==> config.mk <==
export PLATFORM = sky130hd
export DESIGN_NAME = pwrt_ctrl
export DESIGN_NICKNAME = d
export VERILOG_FILES = /design/src/rtl/core/pwrt_pkg.sv /design/src/rtl/core/pwrt_ctrl.sv
export SDC_FILE = /design/constraint.sdc
export NUM_CORES = 1
export LEC_CHECK = 0
export ABC_AREA = 1
export BUFFER_PORTS_ARGS = -buffer_cell sky130_fd_sc_hd__clkbuf_2
export CAP_MARGIN = 10
export CORE_AREA = 2 2 39 41
export CTS_CLUSTER_SIZE = 16
export DETAILED_ROUTE_END_ITERATION = 16
export DIE_AREA = 0 0 41 43
export GPL_ROUTABILITY_DRIVEN = 0
export GPL_TIMING_DRIVEN = 0
export MAX_ROUTING_LAYER = met4
export PLACE_DENSITY_LB_ADDON = 0.08
export SYNTH_ARGS = -nofsm -noshare
export SYNTH_HDL_FRONTEND = slang
export SYNTH_SLANG_ARGS = --single-unit
==> constraint.sdc <==
create_clock -name clk -period 0.8 [get_ports clk]
set_input_delay 0.08 -clock clk [delete_from_list [all_inputs] [get_ports clk]]
set_output_delay 0.08 -clock clk [all_outputs]
set_load 0.01 [all_outputs]
==> src/rtl/core/pwrt_pkg.sv <==
`timescale 1ns / 1ps

package pwrt_pkg;

    localparam int DEPTH = 256;
    localparam int WIDTH = 32;
    localparam int IDX_W = $clog2(DEPTH);
    localparam int CNT_W = $clog2(DEPTH + 1);

    localparam logic OP_APPEND = 1'b0;
    localparam logic OP_LOOKUP = 1'b1;

    typedef enum logic [1:0] {
        ST_OK    = 2'd0,
        ST_SKIP  = 2'd1,
        ST_ORDER = 2'd2,
        ST_FULL  = 2'd3
    } status_t;

    typedef enum logic [2:0] {
        S_IDLE,
        S_DISPATCH,
        S_SEARCH,
        S_WAIT,
        S_DONE
    } state_t;

    typedef enum logic [1:0] {
        RA_LAST,
        RA_MID,
        RA_LO
    } rd_sel_t;

    typedef struct packed {
        logic    load;
        logic    rd_en;
        rd_sel_t rd_sel;
        logic    step;
        logic    commit;
    } pwrt_cmd_t;

    typedef struct packed {
        logic is_lookup;
        logic cnt_zero;
        logic more;
    } pwrt_stat_t;

endpackage

==> src/rtl/core/pwrt_ctrl.sv <==
`timescale 1ns / 1ps

module pwrt_ctrl
    import pwrt_pkg::*;
(
    input  logic       clk,
    input  logic       rst_n,
    input  logic       in_valid,
    output logic       in_stall,
    output logic       out_valid,
    input  logic       out_stall,
    input  pwrt_stat_t stat,
    output pwrt_cmd_t  cmd
);

    state_t state_reg;
    state_t state_next;
    logic   out_valid_reg;
    logic   out_valid_next;
    logic   out_free;

    assign out_free = !out_valid_reg || !out_stall;

    always_ff @(posedge clk or negedge rst_n)
    begin
        if (!rst_n)
        begin
            state_reg     <= S_IDLE;
            out_valid_reg <= 1'b0;
        end
        else
        begin
            state_reg     <= state_next;
            out_valid_reg <= out_valid_next;
        end
    end

    always_comb
    begin
        state_next = state_reg;
        unique case (state_reg)
            S_IDLE:
            begin
                if (in_valid)
                    state_next = S_DISPATCH;
            end
            S_DISPATCH:
            begin
                if (stat.cnt_zero)
                    state_next = S_DONE;
                else if (stat.is_lookup && stat.more)
                    state_next = S_SEARCH;
                else
                    state_next = S_WAIT;
            end
            S_SEARCH:
            begin
                if (!stat.more)
                    state_next = S_WAIT;
            end
            S_WAIT:
                state_next = S_DONE;
            S_DONE:
            begin
                if (out_free)
                    state_next = S_IDLE;
            end
            default:
                state_next = S_IDLE;
        endcase
    end

    always_comb
    begin
        cmd            = '0;
        cmd.rd_sel     = RA_LAST;
        out_valid_next = out_valid_reg && out_stall;
        unique case (state_reg)
            S_IDLE:
                cmd.load = in_valid;
            S_DISPATCH:
            begin
                if (!stat.cnt_zero)
                begin
                    cmd.rd_en = 1'b1;
                    if (!stat.is_lookup)
                        cmd.rd_sel = RA_LAST;
                    else if (stat.more)
                        cmd.rd_sel = RA_MID;
                    else
                        cmd.rd_sel = RA_LO;
                end
            end
            S_SEARCH:
            begin
                cmd.step   = 1'b1;
                cmd.rd_en  = 1'b1;
                cmd.rd_sel = stat.more ? RA_MID : RA_LO;
            end
            S_WAIT:
                cmd.rd_en = 1'b0;
            S_DONE:
            begin
                if (out_free)
                begin
                    cmd.commit     = 1'b1;
                    out_valid_next = 1'b1;
                end
            end
            default:
                cmd = '0;
        endcase
    end

    assign in_stall  = (state_reg != S_IDLE);
    assign out_valid = out_valid_reg;

    // a new result only appears from the final state
    a_rise_from_done: assert property (@(posedge clk) disable iff (!rst_n)
        $rose(out_valid_reg) |-> $past(state_reg == S_DONE))
        else $error("result raised outside final state");

endmodule

==> impl_metrics.py, run 1 <==
metrics = {
    "timing": {
        "timing.slew.headroom": 0.876,
        "unrepaired_setup_endpoints_after_global_routing": "true",
        "fin_worst_hold_slack_ps": 76.0,
        "period_needed_ps": 1240,
        "setup_viol_count_final": 12,
        "fin_ws_ps": -444,
        "fmax_ghz": 0.804,
        "worst_margin_slew_ps": 184,
        "clock-skew-final_ps": 0.126,
        "fin_crit_sh": 1.55,
        "finalMaxSlewViolations": 0,
        "number_of_hold_violations_in_the_final_report": 0,
    },
    "run_status": {
        "failed_checks": "setup timing",
        "status": "finished with violations",
    },
    "die": {
        "top_level_ports": 15,
        "design.die.area_um2": 1760,
        "initial_core_util": 0.180,
        "number_of_placement_rows": 14,
        "fp.coreArea_um2": 1380,
        "fp.dieH_um": 43,
        "die_w_um": 41,
    },
    "clock_network": {
        "htree_num_levels": 1,
        "clock-sinks": 4,
        "clk_latency_ps": 240,
        "tritoncts_clock_tree": "yes",
        "path_clk_slew_ps": 40,
        "cts_buffers": 3,
        "cts_max_path_buffers": 2,
        "cts_root_buf": "sky130_fd_sc_hd__clkbuf_4",
    },
    "final_layout": {
        "largest_reg_flops": 3,
        "drive_above_1_share": 0.639,
        "antennaDiodeCount": 0,
        "area_growth_syn_to_layout_pct": 96.5,
        "filler_cell_count": 160,
        "final_nets": 70,
        "finalNonFillerCells": 77,
    },
    "synthesis": {
        "synth_top_flop_cell": "sky130_fd_sc_hd__dfrtp_1",
        "syn-mean-instance-area_um2": 6.73,
        "synth-compound-area-share": 0.116,
        "synth_cells": 37,
        "synth.top_cell.area_share": 0.402,
        "synthesis.nets": 44,
        "sequential_area_share_after_synthesis": 0.402,
        "synth_xor_xnor_area_share": 0,
        "synth.cell_area_um2": 249,
        "synth_common_cells": "9 x sky130_fd_sc_hd__nand2_1, 5 x sky130_fd_sc_hd__nand3_1, 5 x sky130_fd_sc_hd__nor2_1",
        "synthArstFlopShare": 1.00,
        "post_synth_num_cell_types": 12,
        "synth_edf_count": 0,
        "yosys.area_share.adder": 0,
        "most_instantiated_library_cell_after_synthesis": "sky130_fd_sc_hd__nand2_1",
        "synth.ff_latch_count": 4,
        "yosys-mux-area-fraction": 0,
        "yosysWarningCount": 0,
        "yosys.area_share.simple": 0.392,
        "yosysTopAreaCell": "sky130_fd_sc_hd__dfrtp_1",
        "synth_top_family_by_area": "simple AND/OR/NAND/NOR gates",
        "post_synth_main_area_contributors": "sky130_fd_sc_hd__dfrtp_1 40%, sky130_fd_sc_hd__nand2_1 14%, sky130_fd_sc_hd__nand3_1 10%",
    },
    "global_routing": {
        "grt_pass1_wl_mm": 1.18,
        "global_route_total_overflow": 0,
        "initial_antenna_violation_count": 0,
        "maximum_number_of_pins_on_one_net_before_global_route_repair": 6,
        "track_usage": 0.106,
        "grt_pass1_vias": 295,
    },
    "critical_path": {
        "worst_ep_required_time_ps": 720,
        "crit_path_max_fanout": 4,
        "worstPathArrival_ps": 1160,
        "cp_cell_sequence": "inv_4, nor2_4, nand2_4, o21ai_1, buf_2",
        "critPathLaunch": "state_reg[0]",
        "worst_r2r_startpoint": "state_reg[1]",
        "worstSetupStartpointType": "flop",
        "crit_path_end_kind": "primary output",
        "critical_path.max_stage_delay_ps": 410,
        "crit_path_top_delay_cell": "sky130_fd_sc_hd__dfrtp_2",
        "path_class": "flop to primary output",
    },
    "detailed_routing": {
        "drtPass1Iterations": 2,
        "post_drt_wl_per_cell_um": 9.34,
        "antenna_violating_nets_post_route": 0,
        "drt_first_iter_violations": 4,
        "detail_route.drc_violations": 0,
        "drt_total_wl_um": 719,
        "vias_per_cell": 4.35,
        "num_vias": 335,
    },
    "power_and_ir_drop": {
        "swShare": 0.441,
        "power.density_nw_per_um2": 3670,
        "net-switching-power_uw": 791,
        "pwr-share-clk": 0.140,
        "seq_power_share": 0.235,
        "internal-power_uw": 1000,
        "combinationalPowerShare": 0.625,
        "power.leakage_uw": 0.000266,
        "vdd_ir_drop_max_mv": 1.27,
    },
    "place": {
        "dp.final_hpwl_um": 519,
        "buffer_ports.inserted": 14,
        "placed_cells_incl_taps": 67,
        "pre_cts_setup_slack_ps": -252,
    },
    "min_path": {
        "worst_hold_path_type": "input port to flop",
        "hp-start": "out_stall",
    },
    "run": {
        "max-cap-violations": 0,
    },
}
timing repair:
action	in CTS	in global routing
hold buffers	1	0
gates resized for setup	4	17
endpoints found under the setup margin	12	12
endpoints found under the hold margin	4	0
gates cloned	0	0
pin swaps	2	7
setup buffers	4	2
metrics by stage:
stage	total power, uW	TNS [ps]	cell area [um^2]	utilization
2_1_floorplan	843	-534	263	-
3_3_place_gp	1100	-1770	353	0.255
3_5_place_dp	1090	-1720	353	0.255
4_1_cts	1540	-3340	428	0.309
5_1_grt	1980	-4330	489	0.354
6_report	1800	-3510	489	0.354
worst paths after layout:
path | end | slack [ps] | cells past startpoint
worst max-delay path | cmd[2] | -440 | 5
worst min-delay path | out_valid | 80 | 3
worst max register to register | state_reg[0] | -260 | 5
worst min register to register | out_valid | 500 | 2
max in group asynchronous | state_reg[0] | 480 | 2
min in group asynchronous | state_reg[1] | 180 | 2
critical path, delay by kind of cell, from the launching register on:
kind	cells	cell delay, ps
buf+inv	2	210
flops	1	410
simple gates	2	190
compound gates	1	110
cells by family after synthesis:
group           after synthesis
simple gates                 22
buf+inv                       6
compound gates                5
flops                         4
layout make-up:
type / instances / area, um^2 / area share
Tap cell: 16 / 20.0 / 0.0409
Inverter: 6 / 25.0 / 0.0512
Timing Repair Buffer: 21 / 133 / 0.271
Multi-Input combinational cell: 27 / 186 / 0.381
Sequential cell: 4 / 103 / 0.210
Clock buffer: 3 / 22.5 / 0.0460
layout by cell type (no fill, tap or decap):
cell | synthesis | routed
sky130_fd_sc_hd__buf_2 | 0 | 5
sky130_fd_sc_hd__buf_4 | 0 | 4
sky130_fd_sc_hd__buf_6 | 0 | 2
sky130_fd_sc_hd__clkbuf_2 | 0 | 9
sky130_fd_sc_hd__clkbuf_4 | 0 | 3
sky130_fd_sc_hd__dfrtp_1 | 4 | 2
sky130_fd_sc_hd__dfrtp_2 | 0 | 2
sky130_fd_sc_hd__dlygate4sd3_1 | 0 | 1
sky130_fd_sc_hd__inv_1 | 4 | 4
sky130_fd_sc_hd__inv_2 | 2 | 1
sky130_fd_sc_hd__inv_4 | 0 | 1
sky130_fd_sc_hd__nand2_1 | 9 | 5
sky130_fd_sc_hd__nand2_2 | 0 | 3
sky130_fd_sc_hd__nand2_4 | 0 | 1
sky130_fd_sc_hd__nand3_1 | 5 | 3
sky130_fd_sc_hd__nand3_2 | 0 | 1
sky130_fd_sc_hd__nand3_4 | 0 | 1
sky130_fd_sc_hd__nand3b_1 | 1 | 1
sky130_fd_sc_hd__nand4_1 | 1 | 1
sky130_fd_sc_hd__nor2_1 | 5 | 2
sky130_fd_sc_hd__nor2_2 | 1 | 2
sky130_fd_sc_hd__nor2_4 | 0 | 2
sky130_fd_sc_hd__o21ai_1 | 3 | 2
sky130_fd_sc_hd__o21ai_2 | 0 | 1
sky130_fd_sc_hd__o22ai_2 | 0 | 1
sky130_fd_sc_hd__o31ai_1 | 1 | 1
power groups by stage:
stage | Clock (uW) | Sequential [uW] | Combinational (uW)
after floorplan | 0 | 372 | 471
after global placement | 0 | 384 | 719
after detailed placement | 0 | 382 | 712
after CTS | 261 | 375 | 908
after global routing | 299 | 438 | 1250
final | 252 | 422 | 1120
routing by layer:
layer | GRT usage | wire length [um]
met5 | - | 0
met4 | 0.0600 | 30
met3 | 0.0628 | 78
met2 | 0.134 | 323
met1 | 0.127 | 287
(Power assumes the default switching activity.)
==> inputs of run 2 (changes only) <==
==> constraint.sdc (replaced) <==
create_clock -name clk -period 0.8 [get_ports clk]
set_input_delay 0.08 -clock clk [delete_from_list [all_inputs] [get_ports clk]]
set_output_delay 0.08 -clock clk [all_outputs]
set_load 0.02 [all_outputs]
==> impl_metrics.py, run 2 (synthesis gave the netlist of run 1 again) <==
metrics = {
    "die": {
        "top_level_ports": 15,
        "fp.dieH_um": 43,
        "design.die.area_um2": 1760,
        "fp.coreArea_um2": 1380,
        "die_w_um": 41,
        "number_of_placement_rows": 14,
        "initial_core_util": 0.180,
    },
    "final_layout": {
        "layout.cells.most_common": "sky130_fd_sc_hd__buf_4",
        "finalNonFillerCells": 83,
        "largest_reg_flops": 3,
        "area_growth_syn_to_layout_pct": 153,
        "antennaDiodeCount": 0,
        "final_nets": 75,
        "layout.cells.most_common_list": "10 x sky130_fd_sc_hd__buf_4, 6 x sky130_fd_sc_hd__nand2_1, 6 x sky130_fd_sc_hd__clkbuf_2, 6 x sky130_fd_sc_hd__buf_8, 4 x sky130_fd_sc_hd__nor2_4",
        "drive_above_1_share": 0.701,
    },
    "clock_network": {
        "clock-sinks": 4,
        "path_clk_slew_ps": 40,
        "cts_buffers": 3,
        "cts_root_buf": "sky130_fd_sc_hd__clkbuf_4",
        "clk_latency_ps": 240,
        "cts_max_path_buffers": 2,
        "tritoncts_clock_tree": "yes",
        "htree_num_levels": 1,
    },
    "timing": {
        "fmax_ghz": 0.771,
        "setup_viol_count_final": 12,
        "number_of_hold_violations_in_the_final_report": 0,
        "fin_ws_ps": -496,
        "timing.slew.headroom": 0.870,
        "clock-skew-final_ps": 2.00,
        "period_needed_ps": 1300,
        "worst_margin_slew_ps": 195,
        "unrepaired_setup_endpoints_after_global_routing": "true",
        "finalMaxSlewViolations": 0,
        "fin_worst_hold_slack_ps": 85.8,
        "fin_crit_sh": 1.62,
    },
    "detailed_routing": {
        "top_layer_used": "met4",
        "drtPass1Iterations": 3,
        "detail_route.drc_violations": 0,
        "m1WireLength_um": 357,
        "drt_total_wl_um": 798,
        "drt_first_iter_violations": 4,
        "met2_wirelength_um": 389,
        "met3_wirelength_um": 32,
        "vias_per_cell": 4.20,
        "post_drt_wl_per_cell_um": 9.61,
        "num_vias": 349,
        "antenna_violating_nets_post_route": 0,
    },
    "power_and_ir_drop": {
        "power.leakage_uw": 0.000302,
        "power.density_nw_per_um2": 3930,
        "total_power_uw": 2480,
        "vdd_ir_drop_max_mv": 1.25,
    },
    "place": {
        "pre_cts_setup_slack_ps": -336,
        "dp.final_hpwl_um": 526,
        "buffer_ports.inserted": 14,
        "placed_cells_incl_taps": 67,
    },
    "global_routing": {
        "initial_antenna_violation_count": 0,
        "grt_pass1_vias": 327,
        "maximum_number_of_pins_on_one_net_before_global_route_repair": 6,
        "grt_pass1_wl_mm": 1.37,
        "track_usage": 0.119,
        "global_route_total_overflow": 0,
    },
    "run_status": {
        "status": "finished with violations",
        "failed_checks": "setup timing",
    },
    "critical_path": {
        "worstPathArrival_ps": 1220,
        "worstSetupStartpointType": "flop",
        "worst-r2r-setup-slack_ps": -300,
        "worst_ep_required_time_ps": 720,
        "path_class": "flop to primary output",
        "crit_path_end_kind": "primary output",
        "crit_path_max_fanout": 4,
    },
    "min_path": {
        "worst_hold_path_type": "input port to flop",
    },
    "run": {
        "max-cap-violations": 0,
    },
}
## run 2: cell count changes in the layout (fill, tap and decap cells not counted), moves of 2 or more
| cell | delta |
|---|---|
| sky130_fd_sc_hd__nor2_2 | -2 |
| sky130_fd_sc_hd__nor2_4 | +2 |
| sky130_fd_sc_hd__clkbuf_2 | -3 |
| sky130_fd_sc_hd__buf_2 | -4 |
| sky130_fd_sc_hd__inv_1 | -2 |
| sky130_fd_sc_hd__o21ai_4 | +2 |
| sky130_fd_sc_hd__buf_8 | +6 |
| sky130_fd_sc_hd__buf_4 | +6 |
## run 2: final timing paths
check / end / depth (start not counted) / startpoint
max in group asynchronous: state_reg[2] / 2 / rst_n
min in group asynchronous: out_valid / 2 / rst_n
setup / recovery: cmd[0] / 5 / state_reg[0]
setup reg to reg: state_reg[0] / 6 / state_reg[0]
hold / removal: state_reg[1] / 2 / stat[1]
hold reg to reg: out_valid / 2 / out_valid
## run 2: worst max-delay path: stages (launching register included)
cell	delay [ps]
sky130_fd_sc_hd__dfrtp_1	410
sky130_fd_sc_hd__buf_4	150
sky130_fd_sc_hd__nor2_4	120
sky130_fd_sc_hd__nand2_2	90
sky130_fd_sc_hd__nor2_4	100
sky130_fd_sc_hd__buf_8	110
## run 2: metrics by stage
stage               utilization  cell area (um^2)  TNS (ps)
detailed placement        0.300               415     -2440
global placement          0.300               415     -2450
floorplan                     -               325     -1100
finish                    0.456               631     -4160
CTS                       0.413               572     -4250
global route              0.456               631     -4840
## run 2: power by group
group | internal (uW) | switching [uW] | total (uW)
Combinational | 899 | 862 | 1760
Clock | 188 | 97.3 | 285
Sequential | 300 | 131 | 431
## run 2: area by class of cell
| class | instances | area, um^2 |
|---|---|---|
| clock buffers | 4 | 26.3 |
| flip-flops and latches | 4 | 104 |
| fillers | 147 | 753 |
| well taps | 16 | 20.0 |
| multi-input cells | 27 | 220 |
| inverters | 6 | 27.5 |
| repair buffers | 26 | 233 |
## run 2: what timing repair did
item                                    CTS  global route
hold endpoints to repair                  4             0
pin swaps                                 9             4
endpoints found under the setup margin   12            12
gates resized for setup                  18            10
hold buffers                              1             0
buffers inserted                          5             6
## run 2: routing by layer
layer / vias to the layer above / GRT usage
li1: 184 / -
met1: 152 / 0.168
met2: 11 / 0.153
met3: 2 / 0.0314
met4: 0 / 0.0600
met5: - / -
==> inputs of run 3 (changes only) <==
--- a/config.mk
+++ b/config.mk
@@ -13,9 +13,9 @@
 export DETAILED_ROUTE_END_ITERATION = 16
 export DIE_AREA = 0 0 41 43
 export GPL_ROUTABILITY_DRIVEN = 0
-export GPL_TIMING_DRIVEN = 0
+export GPL_TIMING_DRIVEN = 1
 export MAX_ROUTING_LAYER = met4
-export PLACE_DENSITY_LB_ADDON = 0.08
+export PLACE_DENSITY = 0.41
 export SYNTH_ARGS = -nofsm -noshare
 export SYNTH_HDL_FRONTEND = slang
 export SYNTH_SLANG_ARGS = --single-unit
==> impl_metrics.py, run 3 (synthesis gave the netlist of run 1 again) <==
metrics = {
    "run_status": {
        "status": "finished with violations",
        "failed_checks": "setup timing",
    },
    "clock_network": {
        "clk_latency_ps": 230,
        "clock-sinks": 4,
        "cts_buffers": 3,
        "cts_max_path_buffers": 2,
        "path_clk_slew_ps": 40,
        "htree_num_levels": 1,
        "tritoncts_clock_tree": "yes",
        "cts_root_buf": "sky130_fd_sc_hd__clkbuf_4",
    },
    "place": {
        "placement.cell_area_um2": 475,
        "buffer_ports.inserted": 14,
        "placed_cells_incl_taps": 75,
        "dp.final_hpwl_um": 619,
    },
    "global_routing": {
        "grt_util_met1": 0.126,
        "groute.layer.met3.usage": 0.0314,
        "track_usage": 0.122,
        "grt_pass1_vias": 348,
        "gr-max-usage-layer": "met2",
        "initial_antenna_violation_count": 0,
        "global_route_total_overflow": 0,
        "maximum_number_of_pins_on_one_net_before_global_route_repair": 6,
        "use_met2": 0.172,
        "grt_pass1_wl_mm": 1.32,
    },
    "power_and_ir_drop": {
        "vdd_ir_drop_max_mv": 1.70,
        "power.density_nw_per_um2": 3710,
        "net-switching-power_uw": 1050,
        "seq_power_share": 0.171,
        "pwr-share-clk": 0.117,
        "combinationalPowerShare": 0.713,
        "power.leakage_uw": 0.000312,
        "swShare": 0.440,
        "internal-power_uw": 1340,
    },
    "detailed_routing": {
        "vias_per_cell": 4.17,
        "antenna_violating_nets_post_route": 0,
        "post_drt_wl_per_cell_um": 9.19,
        "drtPass1Iterations": 3,
        "num_vias": 346,
        "drt_total_wl_um": 763,
        "detail_route.drc_violations": 0,
        "drt_first_iter_violations": 6,
    },
    "final_layout": {
        "layout.cells.most_common": "sky130_fd_sc_hd__buf_4",
        "layout.cells.most_common_list": "9 x sky130_fd_sc_hd__buf_4, 6 x sky130_fd_sc_hd__clkbuf_2, 5 x sky130_fd_sc_hd__nand2_1, 5 x sky130_fd_sc_hd__buf_8",
        "postLayoutCoreUtil": 0.466,
        "fin_area_um2": 644,
        "area_growth_syn_to_layout_pct": 159,
        "filler_cell_count": 149,
        "finalNonFillerCells": 83,
        "antennaDiodeCount": 0,
        "largest_reg_flops": 3,
        "drive_above_1_share": 0.731,
        "final_nets": 75,
    },
    "timing": {
        "worst_margin_slew_ps": 185,
        "setup_tns_ps": -4220,
        "clock-skew-final_ps": 0.408,
        "timing.slew.headroom": 0.875,
        "fin_crit_sh": 1.61,
        "fin_worst_hold_slack_ps": 179,
        "number_of_hold_violations_in_the_final_report": 0,
        "unrepaired_setup_endpoints_after_global_routing": "true",
        "finalMaxSlewViolations": 0,
        "setup_viol_count_final": 12,
        "fmax_ghz": 0.775,
        "fin_ws_ps": -491,
        "period_needed_ps": 1290,
    },
    "critical_path": {
        "crit_path_end_kind": "primary output",
        "path_class": "flop to primary output",
        "worstPathArrival_ps": 1210,
        "worstSetupStartpointType": "flop",
        "worst_ep_required_time_ps": 720,
        "crit_path_max_fanout": 4,
    },
    "die": {
        "number_of_placement_rows": 14,
        "fp.dieH_um": 43,
        "top_level_ports": 15,
        "fp.coreArea_um2": 1380,
        "initial_core_util": 0.180,
        "design.die.area_um2": 1760,
        "die_w_um": 41,
    },
    "min_path": {
        "worst_hold_path_type": "input port to async pin",
    },
    "run": {
        "max-cap-violations": 0,
    },
}
run 3: cell types whose count changed in the layout (fill, tap and decap cells not counted), sizes merged:
cell,delta
clkbuf,+1
buf,-1
run 3: worst paths after layout:
check,startpoint,cells past startpoint,slack (ps),to
setup / recovery,state_reg[0],4,-490,cmd[3]
hold reg to reg,state_reg[2],2,590,state_reg[2]
setup reg to reg,state_reg[0],6,-330,state_reg[1]
max in group asynchronous,rst_n,2,480,out_valid
min in group clk,stat[1],3,180,state_reg[1]
hold / removal,rst_n,2,180,state_reg[1]
run 3: power groups by stage:
stage          Clock (uW)  Combinational (uW)  Sequential (uW)
3_3_place_gp            0                1210              386
2_1_floorplan           0                 795              403
5_1_grt               306                1840              423
6_report              279                1710              408
3_5_place_dp            0                1210              388
4_1_cts               296                1520              407
run 3: metrics by stage:
step,total power [uW],setup WS (ps)
6_report,2390,-491
5_1_grt,2570,-552
4_1_cts,2230,-528
3_5_place_dp,1600,-316
3_3_place_gp,1590,-316
2_1_floorplan,1200,-177
run 3: critical path: stages (launching register included):
cell	delay, ps
sky130_fd_sc_hd__dfrtp_1	420
sky130_fd_sc_hd__inv_2	140
sky130_fd_sc_hd__nand3_4	120
sky130_fd_sc_hd__o22ai_4	170
sky130_fd_sc_hd__buf_8	130
run 3: repair_timing:
action / 4_1_cts / 5_1_grt
buffers inserted: 2 / 2
pin swaps: 9 / 1
hold buffers: 1 / 0
endpoints found under the hold margin: 4 / 0
gates resized for setup: 20 / 13
endpoints found under the setup margin: 12 / 12
run 3: layout make-up:
type	count	area (um^2)	share of cell area
multi-input combinational	27	229	0.355
timing repair buffer	26	241	0.375
tap	16	20.0	0.0311
inverter	6	25.0	0.0388
sequential	4	103	0.159
clock buffer	4	26.3	0.0408
run 3: routing by layer:
metal / vias up / routed length, um
li1: 181 / -
met1: 152 / 291
met2: 11 / 423
met3: 2 / 34
met4: 0 / 14
met5: - / 0
